--- config.mk ---
export PLATFORM = sky130hd
export DESIGN_NAME = sah_cell
export DESIGN_NICKNAME = d
export VERILOG_FILES = /design/src/design/sah_pkg.sv /design/src/design/sah_cell.sv
export SDC_FILE = /design/constraint.sdc
export NUM_CORES = 1
export LEC_CHECK = 0
export BUFFER_PORTS_ARGS = -buffer_cell sky130_fd_sc_hd__buf_4
export CAP_MARGIN = 25
export CORE_MARGIN = 3
export CORE_UTILIZATION = 44
export DETAILED_ROUTE_END_ITERATION = 10
export HOLD_SLACK_MARGIN = 0.02
export PLACE_DENSITY = 0.84
export SETUP_SLACK_MARGIN = 0.02
export SLEW_MARGIN = 20
export SYNTH_ARGS = -nofsm -noshare
export SYNTH_HDL_FRONTEND = slang
export SYNTH_SLANG_ARGS = --single-unit
--- constraint.sdc ---
create_clock -name clock -period 3.3 [get_ports clock]
set_input_delay 0 -clock clock [delete_from_list [all_inputs] [get_ports clock]]
set_output_delay 0 -clock clock [all_outputs]
set_load 0.02 [all_outputs]
--- src/design/sah_pkg.sv ---
// Package for the sample address histogram: request, response and chain
// token types plus fixed constants. No dependencies.
package sah_pkg;

   // Payloads shorter than this cannot carry an address
   localparam logic [15:0] MIN_PAYLOAD = 16'd8;
   // Saturation value of hit and skip counters
   localparam logic [31:0] COUNT_MAX   = 32'hFFFF_FFFF;

   typedef struct packed {
      logic [63:0] sample_address;
      logic [15:0] payload_length;
   } req_type;

   typedef struct packed {
      logic [7:0]  entry_index;
      logic [31:0] entry_hits;
      logic        is_new_entry;
      logic        dropped_full;
      logic        was_skipped;
      logic [8:0]  distinct_entries;
      logic [31:0] skipped_total;
   } rsp_type;

   // Lookup token walking down the cell chain
   typedef struct packed {
      logic        valid;
      logic        found;
      logic [63:0] addr;
      logic [31:0] hits;
   } token_type;

endpackage

--- src/design/sah_cell.sv ---
// One table entry of the histogram chain: stored address, hit count and a
// token stage. Depends on sah_pkg.
module sah_cell #(
   parameter int INDEX = 0,
   parameter int IDX_W = 8,
   parameter int CNT_W = 9
) (
   input  logic                     clock,
   input  logic                     reset,
   input  sah_pkg::token_type       token_in,
   input  logic [IDX_W-1:0]         idx_in,
   input  logic [CNT_W-1:0]         fill_count,
   input  logic                     wr_en,
   input  logic [63:0]              wr_addr,
   output sah_pkg::token_type       token_out,
   output logic [IDX_W-1:0]         idx_out
);

   logic [63:0]        addr_ff;
   logic [31:0]        hits_ff;
   sah_pkg::token_type token_ff;
   logic [IDX_W-1:0]   idx_ff;

   logic               filled;
   logic               match;
   logic               is_slot;
   logic [31:0]        hits_in;

   // entry is live once the fill count has passed it
   assign filled  = CNT_W'(INDEX) < fill_count;
   assign is_slot = CNT_W'(INDEX) == fill_count;
   assign match   = token_in.valid && !token_in.found && filled &&
                    (addr_ff == token_in.addr);
   assign hits_in = (hits_ff == sah_pkg::COUNT_MAX) ? hits_ff : hits_ff + 32'd1;

   // entry storage: append at the fill slot, bump on a hit
   always_ff @(posedge clock) begin
      if (wr_en && is_slot) begin
         addr_ff <= wr_addr;
         hits_ff <= 32'd1;
      end else if (match) begin
         hits_ff <= hits_in;
      end
   end

   // token stage
   always_ff @(posedge clock) begin
      if (reset) begin
         token_ff.valid <= 1'b0;
      end else begin
         token_ff.valid <= token_in.valid;
      end
      token_ff.addr  <= token_in.addr;
      token_ff.found <= token_in.found | match;
      token_ff.hits  <= match ? hits_in : token_in.hits;
      idx_ff         <= match ? IDX_W'(INDEX) : idx_in;
   end

   assign token_out = token_ff;
   assign idx_out   = idx_ff;

endmodule

# After elaboration in Yosys (flattened, before gate mapping)
# Index checks and enable logic that the tools add are counted.
[totals]
ff_bits = 202
in_bits = 182
out_inout_bits = 106
elab_cells = 20
[op_classes]
addsub = 1
order_cmp = 1
n_eq_ne = 2
mux = 2
bitwise = 1
n_reduce_logical = 6
[op_table]
columns = ["cell", "n"]
rows = [
  ["64-bit == test", 1],
  ["32-bit 2-to-1 mux", 2],
  ["32-bit by 1-bit adder with 32-bit output (second input constant)", 1],
  ["32-bit == test (second input constant)", 1],
  ["9-bit logical NOT", 1],
  ["1-bit by 9-bit less-than comparator with 1-bit output (first input constant)", 1],
  ["1-bit logical AND", 4],
  ["1-bit logical NOT", 1],
  ["1-bit OR", 1],
]

# Depth between registers and ports, before layout
[logic_depth]
depth_word = 5
ltp_mapped = 10
mapped_depth_nobuf = 8

# Least setup slack after synthesis
# Ideal clock, no wire load.
[synth_path]
path_type = "input to register"
startpoint = "in fill_count[6]"
endpoint = "reg addr_ff[0] (enable)"
setup_ns = 0.453
t_arrival_ns = 2.646
required_time_ns = 2.847
slack_ns = 0.201
cell_stages = 6
path_buffers = 2
cell_sequence = "nor4_1 -> nand3_1 -> inv_1 -> and2_1 -> clkbuf_1 -> clkbuf_1"
[synth_between]
elab_chain_cells = 2
[synth_rtl]
columns = ["item", "line_no", "source"]
rows = [
  ["from (decl)", "sah_cell.sv:12", "input logic [CNT_W-1:0] fill_count,"],
  ["9-bit logical NOT", "sah_cell.sv:31", "assign is_slot = CNT_W'(INDEX) == fill_count;"],
  ["1-bit logical AND", "sah_cell.sv:38", "if (wr_en && is_slot) begin"],
  ["to (signal assigned)", "sah_cell.sv:39", "addr_ff <= wr_addr;"],
  ["to (decl)", "sah_cell.sv:19", "logic [63:0] addr_ff;"],
]
# Every way passes these cells.
# A chain may end at the register's enable or synchronous reset.

# Final worst setup path
[layout_path]
startpoint = "reg addr_ff[35]"
endpoint = "reg hits_ff[1]"
[layout_between]
elab_chain_cells = 2
[layout_rtl]
columns = ["item", "line_no", "source"]
rows = [
  ["64-bit == test", "sah_cell.sv:33", "(addr_ff == token_in.addr);"],
  ["1-bit logical AND", "sah_cell.sv:32", "assign match = token_in.valid && !token_in.found && filled &&"],
  ["to (signal assigned)", "sah_cell.sv:42", "hits_ff <= hits_in;"],
  ["to (decl)", "sah_cell.sv:20", "logic [31:0] hits_ff;"],
]
# Every way passes these cells.

==> metrics.cfg <==
[status]
outcome = completed

[layout]
drive_above_1_share_pct = 32.16
syn2layout_area_growth_pct = 68.43
fillers = 956
finalNetCount = 1271
fin_cells = 1326
multi_input_area_sq_mm = 0.002472
ff_latch_area_sq_mm = 0.004686

[setup_path]
crit_buf_inv = 2
cp_cell_sequence = xnor2_2 > nand4_1 > or4b_1 > nor4_4 > buf_6 > and2_4 > and3_1 > a2bb2oi_1 > dlygate4sd3_1
path_class = register to register
setup.worst_path.end_class = register
required_ns = 3.73
slowest_delay_ns = 0.58
cp_slowest_cell = or4b_1
critPathTopFamily = simple AND/OR/NAND/NOR gates
critical_path_arrival_ns = 3.62
worstSetupStartpointType = register
critPathMaxFanout = 4

[routing]
drtPass1Iterations = 5
drc = 0
ant_nets = 0
post_drt_via_cell_ratio = 5.186
vias = 6877
routed_wl_um = 27430
drtIter0Drc = 469
wl_per_cell_um = 20.69

[synthesis]
ys_top_cells_by_count = 138 x dfxtp_1, 64 x edfxtp_1, 56 x xor2_1
yosysMostFrequentCell = dfxtp_1
synthFlopType = dfxtp_1
yosysSeqAreaShare_pct = 64.55
synth_cells = 617
netlist_area_sq_mm = 0.007257
synth_warnings = 0
synth_top_area_share_pct = 38.07
syn-num-nets = 800
yosysTopAreaCell = dfxtp_1
synth_edf_count = 64
synthTopCellsByArea = dfxtp_1 38%, edfxtp_1 26%, xor2_1 6.8%, xnor2_1 4.2%, a21oi_1 3.6%
ys_types = 56
ys_ff_latch = 202
syn_avg_cell_area_sq_um = 11.76
synthArstFlopShare_pct = 0

[placement]
place_congestion = 0.8749
hpwl_um = 14880
portBuffers = 287
place_ws_ns = 0.4418
dp.cells = 1103

[timing]
tightestPinTransition_ns = 0.6345
fmax_mhz = 313.9
min_period_over_period_pct = 96.54
setup_viol = 0
drv_slew = 0
post-route-min-period_ns = 3.186
finClkSkew_ns = 0.01509
finalWorstSetupSlack_ns = 0.1143
hold_viol_final = 0
setup-tns-final_ns = 0
max_slew_margin_pct = 57.70
rsz0062_at_grt = no

[clocking]
h-tree-depth = 1
cts_sinks = 202
cts_max_path_buffers = 3
clock_latency_ns = 0.50
numCtsBuffers = 22
cts-root-buf = clkbuf_16
cts_tree = yes
clk_pin_slew_ns = 0.07

[pwr]
leakage_nw = 5.064
pwr_density_cell_mw_per_mm2 = 475.2
vdd_drop_max_mv = 0.4267
total_power_w = 0.005808

[floorplan]
fp.dieH_um = 134.4
initial_core_util_pct = 45.36
io_pins = 288
core_sq_mm = 0.01600
die_area_sq_mm = 0.01807
rows = 46
die_w_um = 134.4

[global_routing]
first_global_vias = 7245
grt_overflow = 0
grt_pass1_wl_um = 39900
grt_start_max_net_pins = 50
grtUsageTotal_pct = 28.51
antenna_found_initial = 4

[run]
maxCapViolations = 0

[min_path]
hold_path_class = input pin to register

placed cells by master, fill, tap and decap left out, types with 23 or more instances in the layout:
cell	n
buf_4	297
xnor2_1	33
clkbuf_16	24
a21oi_1	52
dlygate4sd3_1	173
xor2_1	56
nand3_1	23
nor2_1	53
edfxtp_1	64
dfxtp_1	137
routing by layer:
layer	global-route usage (%)	vias to the layer above	wire length, um
met2	52.96	359	14550
met5	0	-	0
met1	29.41	3300	9447
met3	6.527	97	2015
met4	15.84	0	1420
li1	-	3121	-
path summary, 6_finish.rpt:
| kind | start | to | slack, ns | cells past startpoint |
|---|---|---|---|---|
| setup reg to reg | addr_ff[35]$_DFFE_PP_ | hits_ff[1]$_SDFFE_PP0P_ | 0.11 | 9 |
| hold / removal | token_in[75] | token_out[75]$_DFF_P_ | 0.17 | 2 |
| hold reg to reg | hits_ff[20]$_SDFFE_PP0P_ | hits_ff[20]$_SDFFE_PP0P_ | 0.50 | 2 |
| setup / recovery | addr_ff[35]$_DFFE_PP_ | hits_ff[1]$_SDFFE_PP0P_ | 0.11 | 9 |
worst reg2reg max path, delay by kind of cell, from the launching register on:
kind / cells / cell delay (ns)
AOI/OAI and AO/OA: 1 / 0.16
buffers and inverters: 2 / 0.74
and+or+nand+nor: 5 / 1.47
DFF: 1 / 0.48
xor gates and xnor gates: 1 / 0.27
kinds of logic after synthesis:
group,Yosys count,share of synthesized area (%)
flip-flops,202,64.55
AND/OR/NAND/NOR,193,14.40
XOR/XNOR,91,10.98
AO/OA/AOI/OAI,90,7.449
buffers and inverters,38,2.155
multiplexers,2,0.2931
adder cells (fa/ha/maj),1,0.1724
cell type report:
type	count	area share, %
tap	216	2.211
antenna	6	0.1228
timing repair buffer	473	32.83
clock buffer	32	5.323
sequential	202	38.34
inverter	12	0.3685
clock inverter	8	0.5835
multi-input combinational	377	20.23
sequential cells by signal, indices dropped and copies added, names as in the netlist:
name       count
token_out     98
addr_ff       64
idx_out        8
hits_ff       32
repair_timing:
| action | 4_1_cts | 5_1_grt |
|---|---|---|
| resized for setup | 0 | 11 |
| setup endpoints to repair | 0 | 1 |
| buffers inserted | 0 | 4 |
| hold endpoints to repair | 171 | 0 |
| hold buffers | 173 | 0 |
report_power, final:
part	total, W	internal, W	switching (W)	leakage [nW]
registers	0.00266	0.00263	0.0000268	1.73
logic	0.000662	0.000389	0.000273	2.98
clock network	0.00249	0.00146	0.00103	0.358
metrics by stage:
step / instance area [sq um] / util (%) / hold WS (ns)
floorplan: 7257 / - / 0.02772
global placement: 9673 / 60.46 / 0.1197
detailed placement: 9673 / 60.46 / 0.1208
CTS: 12130 / 75.79 / 0.1546
global route: 12220 / 76.36 / 0.1642
finish: 12220 / 76.39 / 0.1711
(Power assumes the default switching activity.)
